===== config.mk =====
export PLATFORM = sky130hd
export DESIGN_NAME = timeout_slot_pool_core
export DESIGN_NICKNAME = d
export VERILOG_FILES = /design/src/design/tsp_pkg.sv /design/src/design/tsp_in_reg.sv /design/src/design/tsp_slot_bank.sv /design/src/design/timeout_slot_pool_core.sv
export SDC_FILE = /design/constraint.sdc
export NUM_CORES = 1
export LEC_CHECK = 0
export ABC_AREA = 1
export BUFFER_PORTS_ARGS = -buffer_cell sky130_fd_sc_hd__clkbuf_2
export CAP_MARGIN = 10
export CORE_MARGIN = 1
export CORE_UTILIZATION = 50
export CTS_CLUSTER_SIZE = 30
export DETAILED_ROUTE_END_ITERATION = 10
export PLACE_DENSITY = 0.71
export SKIP_LAST_GASP = 1
export SYNTH_ARGS = -nofsm -noshare
export SYNTH_HDL_FRONTEND = slang
export SYNTH_HIERARCHICAL = 1
export SYNTH_SLANG_ARGS = --single-unit

===== constraint.sdc =====
create_clock -name i_clk -period 8.3 [get_ports i_clk]
set_clock_uncertainty 0.15 [all_clocks]
set_input_delay 1.66 -clock i_clk [delete_from_list [all_inputs] [get_ports i_clk]]
set_output_delay 1.66 -clock i_clk [all_outputs]
set_load 0.005 [all_outputs]

===== src/design/tsp_pkg.sv =====
`timescale 1ns / 1ps
// Shared types and constants for the timeout slot pool.
package tsp_pkg;

    localparam int SLOTS_DEF = 4;
    localparam int CNT_W     = 32;
    localparam int SEL_W     = 2;

    typedef enum logic [1:0] {
        CMD_TICK    = 2'd0,
        CMD_SET     = 2'd1,
        CMD_READ    = 2'd2,
        CMD_RESTART = 2'd3
    } t_cmd;

    typedef struct packed {
        t_cmd             command;
        logic [CNT_W-1:0] timeout;
        logic [SEL_W-1:0] slot;
    } t_req;

    typedef struct packed {
        logic [SEL_W-1:0] slot_used;
        logic             granted;
        logic [CNT_W-1:0] remaining;
        logic [CNT_W-1:0] tick_count;
    } t_rsp;

endpackage


===== src/design/tsp_in_reg.sv =====
`timescale 1ns / 1ps
// Input register stage that holds one command transaction.
module tsp_in_reg (
    input  logic          i_clk,
    input  logic          i_rst_n,
    input  logic          i_valid,
    output logic          o_ready,
    input  tsp_pkg::t_req i_req,
    output logic          o_valid,
    output tsp_pkg::t_req o_req,
    input  logic          i_advance
);
    import tsp_pkg::*;

    logic r_valid;
    t_req r_req;

    assign o_ready = !r_valid || i_advance;
    assign o_valid = r_valid;
    assign o_req   = r_req;

    always_ff @(posedge i_clk) begin
        if (!i_rst_n) begin
            r_valid <= 1'b0;
        end else if (o_ready) begin
            r_valid <= i_valid;
        end
    end

    always_ff @(posedge i_clk) begin
        if (i_valid && o_ready) begin
            r_req <= i_req;
        end
    end

endmodule


===== src/design/tsp_slot_bank.sv =====
`timescale 1ns / 1ps
// Countdown slots, free-slot priority encoder and wrapping tick counter.
module tsp_slot_bank #(
    parameter int SLOTS = tsp_pkg::SLOTS_DEF
) (
    input  logic          i_clk,
    input  logic          i_rst_n,
    input  logic          i_fire,
    input  tsp_pkg::t_req i_req,
    output tsp_pkg::t_rsp o_rsp
);
    import tsp_pkg::*;

    localparam int IDX_W = (SLOTS > 1) ? $clog2(SLOTS) : 1;
    localparam int EXT_W = (IDX_W > SEL_W) ? IDX_W : SEL_W;

    logic [CNT_W-1:0] r_cnt [SLOTS];
    logic [CNT_W-1:0] r_ticks;

    logic             free_found;
    logic [IDX_W-1:0] free_idx;
    logic [EXT_W-1:0] used_ext;
    logic [EXT_W-1:0] sel_ext;
    logic [IDX_W-1:0] rd_idx;
    logic             rd_in_range;

    // lowest slot holding zero
    always_comb begin
        free_found = 1'b0;
        free_idx   = '0;
        for (int i = SLOTS - 1; i >= 0; i--) begin
            if (r_cnt[i] == '0) begin
                free_found = 1'b1;
                free_idx   = IDX_W'(i);
            end
        end
    end

    assign used_ext    = EXT_W'(free_idx);
    assign sel_ext     = EXT_W'(i_req.slot);
    assign rd_idx      = sel_ext[IDX_W-1:0];
    assign rd_in_range = (32'(i_req.slot) < 32'(SLOTS));

    always_comb begin
        o_rsp            = '0;
        o_rsp.tick_count = r_ticks;
        unique case (i_req.command)
            CMD_TICK: begin
                o_rsp.tick_count = r_ticks + CNT_W'(1);
            end
            CMD_SET: begin
                o_rsp.granted = free_found;
                if (free_found) begin
                    o_rsp.slot_used = used_ext[SEL_W-1:0];
                end
            end
            CMD_READ: begin
                if (rd_in_range) begin
                    o_rsp.remaining = r_cnt[rd_idx];
                end
            end
            CMD_RESTART: begin
                o_rsp.tick_count = '0;
            end
            default: begin
                o_rsp = '0;
            end
        endcase
    end

    always_ff @(posedge i_clk) begin
        if (!i_rst_n) begin
            r_ticks <= '0;
            for (int i = 0; i < SLOTS; i++) begin
                r_cnt[i] <= '0;
            end
        end else if (i_fire) begin
            unique case (i_req.command)
                CMD_TICK: begin
                    r_ticks <= r_ticks + CNT_W'(1);
                    for (int i = 0; i < SLOTS; i++) begin
                        if (r_cnt[i] != '0) begin
                            r_cnt[i] <= r_cnt[i] - CNT_W'(1);
                        end
                    end
                end
                CMD_SET: begin
                    if (free_found) begin
                        r_cnt[free_idx] <= i_req.timeout;
                    end
                end
                CMD_READ: begin
                    r_ticks <= r_ticks;
                end
                CMD_RESTART: begin
                    r_ticks <= '0;
                    for (int i = 0; i < SLOTS; i++) begin
                        r_cnt[i] <= '0;
                    end
                end
                default: begin
                    r_ticks <= r_ticks;
                end
            endcase
        end
    end

endmodule


===== src/design/timeout_slot_pool_core.sv =====
`timescale 1ns / 1ps
// A transaction passes through the input register and then the result register before its result is valid.
// Throughput: one transaction per cycle while results are taken; the slot bank finishes each command in one pass.
// The result register lets a new transaction enter while a result waits to be taken.
// Reset (synchronous, active low) clears all slots, the tick counter and both valid flags.
// Top level of the timeout slot pool.
module timeout_slot_pool_core #(
    parameter int SLOTS = tsp_pkg::SLOTS_DEF
) (
    input  logic        i_clk,
    input  logic        i_rst_n,
    input  logic        i_in_valid,
    output logic        o_in_ready,
    input  logic [1:0]  i_command,
    input  logic [31:0] i_timeout,
    input  logic [1:0]  i_slot,
    output logic        o_out_valid,
    input  logic        i_out_ready,
    output logic [1:0]  o_slot_used,
    output logic        o_granted,
    output logic [31:0] o_remaining,
    output logic [31:0] o_tick_count
);
    import tsp_pkg::*;

    t_req in_req;
    t_req ex_req;
    t_rsp ex_rsp;
    logic ex_valid;
    logic advance;

    logic r_out_valid;
    t_rsp r_rsp;

    assign in_req.command = t_cmd'(i_command);
    assign in_req.timeout = i_timeout;
    assign in_req.slot    = i_slot;

    assign advance = ex_valid && (!r_out_valid || i_out_ready);

    tsp_in_reg u_in_reg (
        .i_clk     (i_clk),
        .i_rst_n   (i_rst_n),
        .i_valid   (i_in_valid),
        .o_ready   (o_in_ready),
        .i_req     (in_req),
        .o_valid   (ex_valid),
        .o_req     (ex_req),
        .i_advance (advance)
    );

    tsp_slot_bank #(
        .SLOTS (SLOTS)
    ) u_slot_bank (
        .i_clk   (i_clk),
        .i_rst_n (i_rst_n),
        .i_fire  (advance),
        .i_req   (ex_req),
        .o_rsp   (ex_rsp)
    );

    always_ff @(posedge i_clk) begin
        if (!i_rst_n) begin
            r_out_valid <= 1'b0;
        end else if (advance) begin
            r_out_valid <= 1'b1;
        end else if (i_out_ready) begin
            r_out_valid <= 1'b0;
        end
    end

    always_ff @(posedge i_clk) begin
        if (advance) begin
            r_rsp <= ex_rsp;
        end
    end

    assign o_out_valid  = r_out_valid;
    assign o_slot_used  = r_rsp.slot_used;
    assign o_granted    = r_rsp.granted;
    assign o_remaining  = r_rsp.remaining;
    assign o_tick_count = r_rsp.tick_count;

endmodule


==> flow_summary.toml, run 1 <==
[detailed_routing]
first_pass_iters = 6
drc = 0
drtIter0Drc = 1908
drt-total-wl_mm = 47.0
num_vias = 14600
antenna_left = 0
routedWlPerCell_um = 18.1
vias_per_cell = 5.65

[pwr]
p_total_mw = 3.36
pwr-share-clk_pct = 40.6
powerDensity_nw_per_um2 = 187
swShare_pct = 26.2
seqPwrFrac_pct = 47.9
ir_worst_vdd_mv = 0.144
power_frac_comb_pct = 11.4
p_leak_nw = 7.59
p_int_mw = 2.48
switching_power_mw = 0.880

[logic_synthesis]
synth_fp_nets = 2138
synth_edf_count = 231
ys.flop_type = "edfxtp_1"
syn_avg_cell_area_um2 = 7.72
yosysTopAreaCell = "edfxtp_1"
syn_area_um2 = 16100
netlist_instances = 2089
async_flop_share_pct = 0
ys_seq_area_share_pct = 47.3
ys_ff_latch = 265
netlist.area_leader.share_pct = 43.0
synth_cell_types = 42
synthTopCellsByArea = "edfxtp_1 43%, nand2_1 9.9%, nor2_1 7.9%"
synth_warnings = 6

[sta]
finalSetupTns_ns = 0
holdWs_ns = 0.335
max_freq_mhz = 223
slew_viol_final = 0
relSlewSlack_pct = 16.8
finalSetupViolations = 0
period_needed_ns = 4.48
rsz0062_at_grt = "no"
setup_ws_ns = 3.82
tightest_slew_ns = 1.25
finalCritPeriodShare_pct = 54.0
final_hold_viol_count = 0

[cells_and_area]
seqCellArea_um2 = 7620
drive_gt1_share_pct = 11.1
layout.nets = 2212
area_growth_pct = 11.3
multi_input_area_um2 = 7210
n_antenna_cell = 0
num-fill-cells = 2924

[cts]
cts_buffers = 30
clock_sinks = 265
cts_tree = "yes"
ctsLongestPathBuffers = 3
cts_resized = 0
clock_latency_ns = 0.56
cts.clk_slew.worst_paths_ns = 0.06
htreeDepth = 1
cts_root_buf = "clkbuf_16"
cts_setup_buffers = 0
postCtsHoldBufs = 0

[worst_setup_path]
critPathLaunchType = "input pin"
crit_path_max_incr_delay_ns = 0.66
timing.critical_path.buf_inv = 5
path_common_cell = "buf_4"
crit_family = "buffers and inverters"
slowest_stage = "nand3b_2"
worst_ep_required_time_ns = 8.36
r2r-start = "u_slot_bank/r_cnt[0][0]"
crit_chain = "clkbuf_2, inv_2, a21oi_4, buf_4, nand2_1, inv_1, nand3b_2, nand3_1, buf_4"
cp.arrival_ns = 4.54
crit_path_end_kind = "register"
crit_path_max_fanout = 48
critPathLaunch = "i_out_ready"
worst-setup-path-type = "in -> reg"

[min_path]
hold_path_class = "reg -> reg"
hp-start = "u_slot_bank/r_ticks[3]"

[place]
dp_worst_setup_slack_ns = 3.27
gp_congestion = 1.01
hpwl_mm = 33.8
port_buffers = 108

[die]
die_w_um = 182
pin_count = 109
coreArea_um2 = 31600
rows = 65
die_area_um2 = 33000
dieHeight_um = 182
initial_core_util_pct = 51.0

[grt]
overflow = 0
grt_pass1_vias = 13300
antenna_found_initial = 0
grt_usage_pct = 28.3
use_met1_pct = 42.7
met3_usage_pct = 4.87
grt-busiest-layer = "met1"
met2_usage_pct = 41.3
grt_pass1_wl_mm = 72.7
grt_max_degree = 86

[job]
cap_violations = 0

[status]
outcome = "finished, final reports clean"
-- final timing paths --
check | end | slack (ns) | depth (start not counted)
setup / recovery | u_slot_bank/r_cnt[3][2] | 3.82 | 9
hold / removal | u_slot_bank/r_ticks[3] | 0.34 | 2
setup reg to reg | u_slot_bank/r_cnt[1][6] | 4.19 | 13
hold reg to reg | u_slot_bank/r_ticks[3] | 0.34 | 2
-- Yosys cell counts, types with 2 or more instances --
cell type and instances:
o31ai_1 2, o21ai_2 14, nand2_2 12, or2_2 8, nor3b_1 5, nand2_1 426, nor2_1 340, a211oi_1 2
buf_4 4, nand3b_1 3, xnor2_1 18, o21ai_1 11, a21oi_1 140, o21ai_0 155, nor2_4 5, edfxtp_1 231
inv_2 2, nor2_2 16, o21bai_1 6, ha_1 9, nor3_1 41, nand4_1 45, clkinv_1 3, nand3_2 5
buf_6 4, buf_2 21, clkbuf_1 42, dfxtp_1 34, nand3_1 160, a21oi_2 2, buf_1 10, inv_1 243
nor4_1 4, xor2_1 58
-- metal layers --
| metal | part of all wire, % | vias to the layer above |
|---|---|---|
| li1 | - | 7064 |
| met1 | 44 | 6723 |
| met2 | 42 | 753 |
| met3 | 11 | 82 |
| met4 | 2.7 | 0 |
| met5 | 0 | - |
-- layout by cell type (no fill, tap or decap), drive strengths merged --
cell,count
nor4,4
a211oi,2
nand4,45
bufinv,4
dfxtp,34
a31o,1
nand2,439
xor2,58
nor3b,5
xnor2,18
o211a,1
nor3,41
ha,9
buf,16
o21bai,6
o21ai,180
a21oi,142
o31ai,2
clkbuf,152
inv,245
nand3b,4
nor2,362
clkinv,11
o211ai,1
nand3,166
edfxtp,231
or2,8
-- flip-flops by register name, summed over array words and instances, names as in the netlist --
| register | count |
|---|---|
| u_slot_bank/r_cnt | 128 |
| u_in_reg/o_req | 36 |
| o_remaining | 32 |
| o_tick_count | 32 |
| u_slot_bank/r_ticks | 32 |
| o_slot_used | 2 |
| o_granted | 1 |
| o_out_valid | 1 |
| u_in_reg/o_valid | 1 |
-- worst min-delay path: stages, from the launching register on --
cell     delay (ns)
dfxtp_1        0.32
nand2_1        0.06
a21oi_1        0.06
-- layout make-up --
cell class                 instances  share of cell area, %
tap                              402                   2.80
clock buffer                      44                   4.71
timing repair buffer             124                   3.68
multi-input combinational       1494                   40.2
inverter                         248                   5.19
sequential                       265                   42.5
clock inverter                    12                  0.935
-- cell families after synthesis --
logic type               Yosys count  share of synthesized area (%)
buffers and inverters            330                           8.13
XOR/XNOR                          76                           4.13
AO/OA/AOI/OAI                    335                           11.0
flip-flops                       265                           47.3
AND/OR/NAND/NOR                 1074                           28.8
adder cells (fa/ha/maj)            9                          0.699
-- stage by stage --
step           util, %  cells  instance area, µm²
6_report          56.7   2589               17900
3_5_place_dp      53.5   2533               16900
4_1_cts           56.7   2589               17900
3_3_place_gp      53.5   2533               16900
2_1_floorplan        -   2089               16100
5_1_grt           56.7   2589               17900
-- power by group through the flow --
stage / combinational (mW) / clock (mW) / sequential, mW
2_1_floorplan: 0.247 / 0 / 1.62
3_3_place_gp: 0.368 / 0 / 1.63
3_5_place_dp: 0.373 / 0 / 1.63
4_1_cts: 0.375 / 1.39 / 1.61
5_1_grt: 0.423 / 1.44 / 1.62
6_report: 0.383 / 1.36 / 1.61
Note: power is estimated with default switching activity, not from simulation.
==> inputs of run 2 (changes only) <==
ABC_AREA = 0   (was 1)
PLACE_DENSITY = 0.68   (was 0.71)
clock period = 4.5 ns   (was 8.3 ns; I/O delays follow)
==> run 2 against run 1 <==
Effect of this change:
- register-to-register slack got worse by 3.3 ns
- clock power rose by 81%
- core utilization rose by 1.4 points
- sequential power rose by 84%
- global-route usage fell by 2.6 points
- combinational power rose by 25%
- synthesized area fell by 12%
- highest routed layer unchanged
- final area fell by 9.8%
- setup slack got worse by 2.9 ns
- hold slack improved by 0.021 ns
- non-clock buffer count rose by 16
- critical endpoint is now u_slot_bank/r_cnt[2][2]
==> flow_summary.toml, run 2 <==
[cells_and_area]
fin_util_pct = 58.1
regMostFlops = "u_slot_bank/r_cnt"
mostFrequentLayoutCells = "231 x edfxtp_1, 108 x clkbuf_2, 102 x nand2_1"
drive_gt1_share_pct = 19.0
n_antenna_cell = 0
layout.nets = 1396
area_growth_pct = 14.2
largest_reg_flops = 128
final_common_cell = "edfxtp_1"

[logic_synthesis]
netlist.area_leader.share_pct = 49.0
netlist_instances = 1233
ys_ff_latch = 265
synth_fp_nets = 1282
synthTopCellsByArea = "edfxtp_1 49%, mux4_2 5.1%, dfxtp_1 4.8%"
synth_most_common_cell = "edfxtp_1"
ys.flop_type = "edfxtp_1"
synth_cell_types = 70
ys_seq_area_share_pct = 53.8
syn_avg_cell_area_um2 = 11.5
syn_area_um2 = 14200
async_flop_share_pct = 0
synthTopCellsByCount = "231 x edfxtp_1, 102 x nand2_1, 90 x nor2_1"
synth_warnings = 6
yosysTopAreaCell = "edfxtp_1"
synth_edf_count = 231

[die]
rows = 61
coreArea_um2 = 27900
die_area_um2 = 29000
die_w_um = 170
dieHeight_um = 170
pin_count = 109
initial_core_util_pct = 50.8

[worst_setup_path]
timing.critical_path.buf_inv = 1
worst-setup-path-type = "reg -> reg"
worst_ep_required_time_ns = 4.56
crit_path_end_kind = "register"
crit_chain = "or3_1, or4_1, nor4b_2, nand3_1, o21ai_2, buf_4"
critPathLaunchType = "register"
crit_path_max_fanout = 32
crit_path_max_incr_delay_ns = 0.73
cp.arrival_ns = 3.66
slowest_stage = "or4_1"
crit_family = "simple AND/OR/NAND/NOR gates"

[grt]
overflow = 0
grt_pass1_wl_mm = 56.9
grt_max_degree = 49
grt_usage_pct = 25.7
grt_pass1_vias = 9993
antenna_found_initial = 0

[place]
dp_worst_setup_slack_ns = 0.829
hpwl_mm = 27.1
gp_congestion = 0.932
port_buffers = 108

[detailed_routing]
first_pass_iters = 5
num_vias = 10700
drtIter0Drc = 1011
routedWlPerCell_um = 21.0
drc = 0
antenna_left = 0
vias_per_cell = 6.11
drt-total-wl_mm = 36.7

[pwr]
seqPwrFrac_pct = 50.2
powerDensity_nw_per_um2 = 364
swShare_pct = 24.3
p_int_mw = 4.46
switching_power_mw = 1.43
ir_worst_vdd_mv = 0.313
pwr-share-clk_pct = 41.7
p_leak_nw = 5.74
power_frac_comb_pct = 8.1

[cts]
postCtsHoldBufs = 0
ctsLongestPathBuffers = 3
cts_buffers = 30
cts_resized = 0
cts_tree = "yes"
cts_setup_buffers = 0
clock_sinks = 265
cts.clk_slew.worst_paths_ns = 0.06
htreeDepth = 1
clock_latency_ns = 0.57
cts_root_buf = "clkbuf_16"

[job]
cap_violations = 0

[sta]
finalSetupTns_ns = 0
finalSetupViolations = 0
setup_ws_ns = 0.900
holdWs_ns = 0.357
relSlewSlack_pct = 20.0
rsz0062_at_grt = "no"
slew_viol_final = 0
period_needed_ns = 3.60
max_freq_mhz = 278
tightest_slew_ns = 1.20
finalCritPeriodShare_pct = 80.0
final_hold_viol_count = 0

[status]
outcome = "finished, final reports clean"

[min_path]
hold_path_class = "in -> reg"
run 2: cell count changes in the layout (fill, tap and decap cells not counted), moves of 30 or more:
cell / previous run / this run
mux4_2: 0 / 32
o22ai_1: 0 / 33
xnor2_1: 18 / 63
inv_1: 241 / 19
and2_1: 0 / 35
nand3_1: 160 / 37
nand2_1: 426 / 102
a21oi_1: 138 / 11
o21ai_0: 155 / 65
a22o_1: 0 / 42
nor2_1: 340 / 89
or3_1: 0 / 31
nor4_1: 4 / 34
run 2: logic make-up after synthesis:
logic type	Yosys count	synth area share [%]
buffers and inverters	77	2.31
flip-flops	265	53.8
multiplexers	42	5.83
AO/OA/AOI/OAI	220	10.6
AND/OR/NAND/NOR	488	18.6
adder cells (fa/ha/maj)	9	0.795
XOR/XNOR	132	8.16
run 2: worst paths after layout:
kind         cells after the start  slack, ns                     start                 endpoint
max reg2reg                      6       0.90  u_slot_bank/r_cnt[2][12]  u_slot_bank/r_cnt[2][2]
max                              6       0.90  u_slot_bank/r_cnt[2][12]  u_slot_bank/r_cnt[2][2]
min                              1       0.36             i_timeout[26]       u_in_reg/o_req[28]
min reg2reg                      2       0.36   u_slot_bank/r_ticks[25]  u_slot_bank/r_ticks[25]
run 2: stage by stage:
step / instances / instance area, µm² / power (mW)
2_1_floorplan: 1233 / 14200 / 3.27
3_5_place_dp: 1693 / 15200 / 3.48
6_report: 1749 / 16200 / 5.89
5_1_grt: 1749 / 16200 / 6.08
3_3_place_gp: 1693 / 15200 / 3.47
4_1_cts: 1749 / 16200 / 5.93
run 2: area by class of cell:
| type | count | area [µm²] |
|---|---|---|
| Multi-Input combinational cell | 891 | 6240 |
| Fill cell | 2295 | 11700 |
| Sequential cell | 265 | 7620 |
| Clock inverter | 16 | 151 |
| Timing Repair Buffer | 140 | 781 |
| Tap cell | 378 | 473 |
| Clock buffer | 40 | 850 |
| Inverter | 19 | 71.3 |
run 2: worst reg2reg max path, stage by stage (launching register included):
cell and delay (ns):
edfxtp_1 0.43, or3_1 0.49, or4_1 0.73, nor4b_2 0.45, nand3_1 0.35, o21ai_2 0.21
buf_4 0.42
run 2: power groups by stage:
stage	registers, mW	clock network, mW	logic, mW
6_report	2.96	2.46	0.480
3_3_place_gp	3.00	0	0.470
2_1_floorplan	2.95	0	0.317
3_5_place_dp	3.00	0	0.476
4_1_cts	2.95	2.50	0.478
5_1_grt	2.97	2.58	0.526
run 2: layer usage:
layer | wire length [µm] | vias up | part of all wire [%] | GRT usage, %
li1 | - | 4922 | - | -
met1 | 16300 | 5195 | 44 | 37.4
met2 | 16200 | 515 | 44 | 39.2
met3 | 3320 | 60 | 9.1 | 4.65
met4 | 899 | 0 | 2.5 | 7.01
met5 | 0 | - | 0 | 0
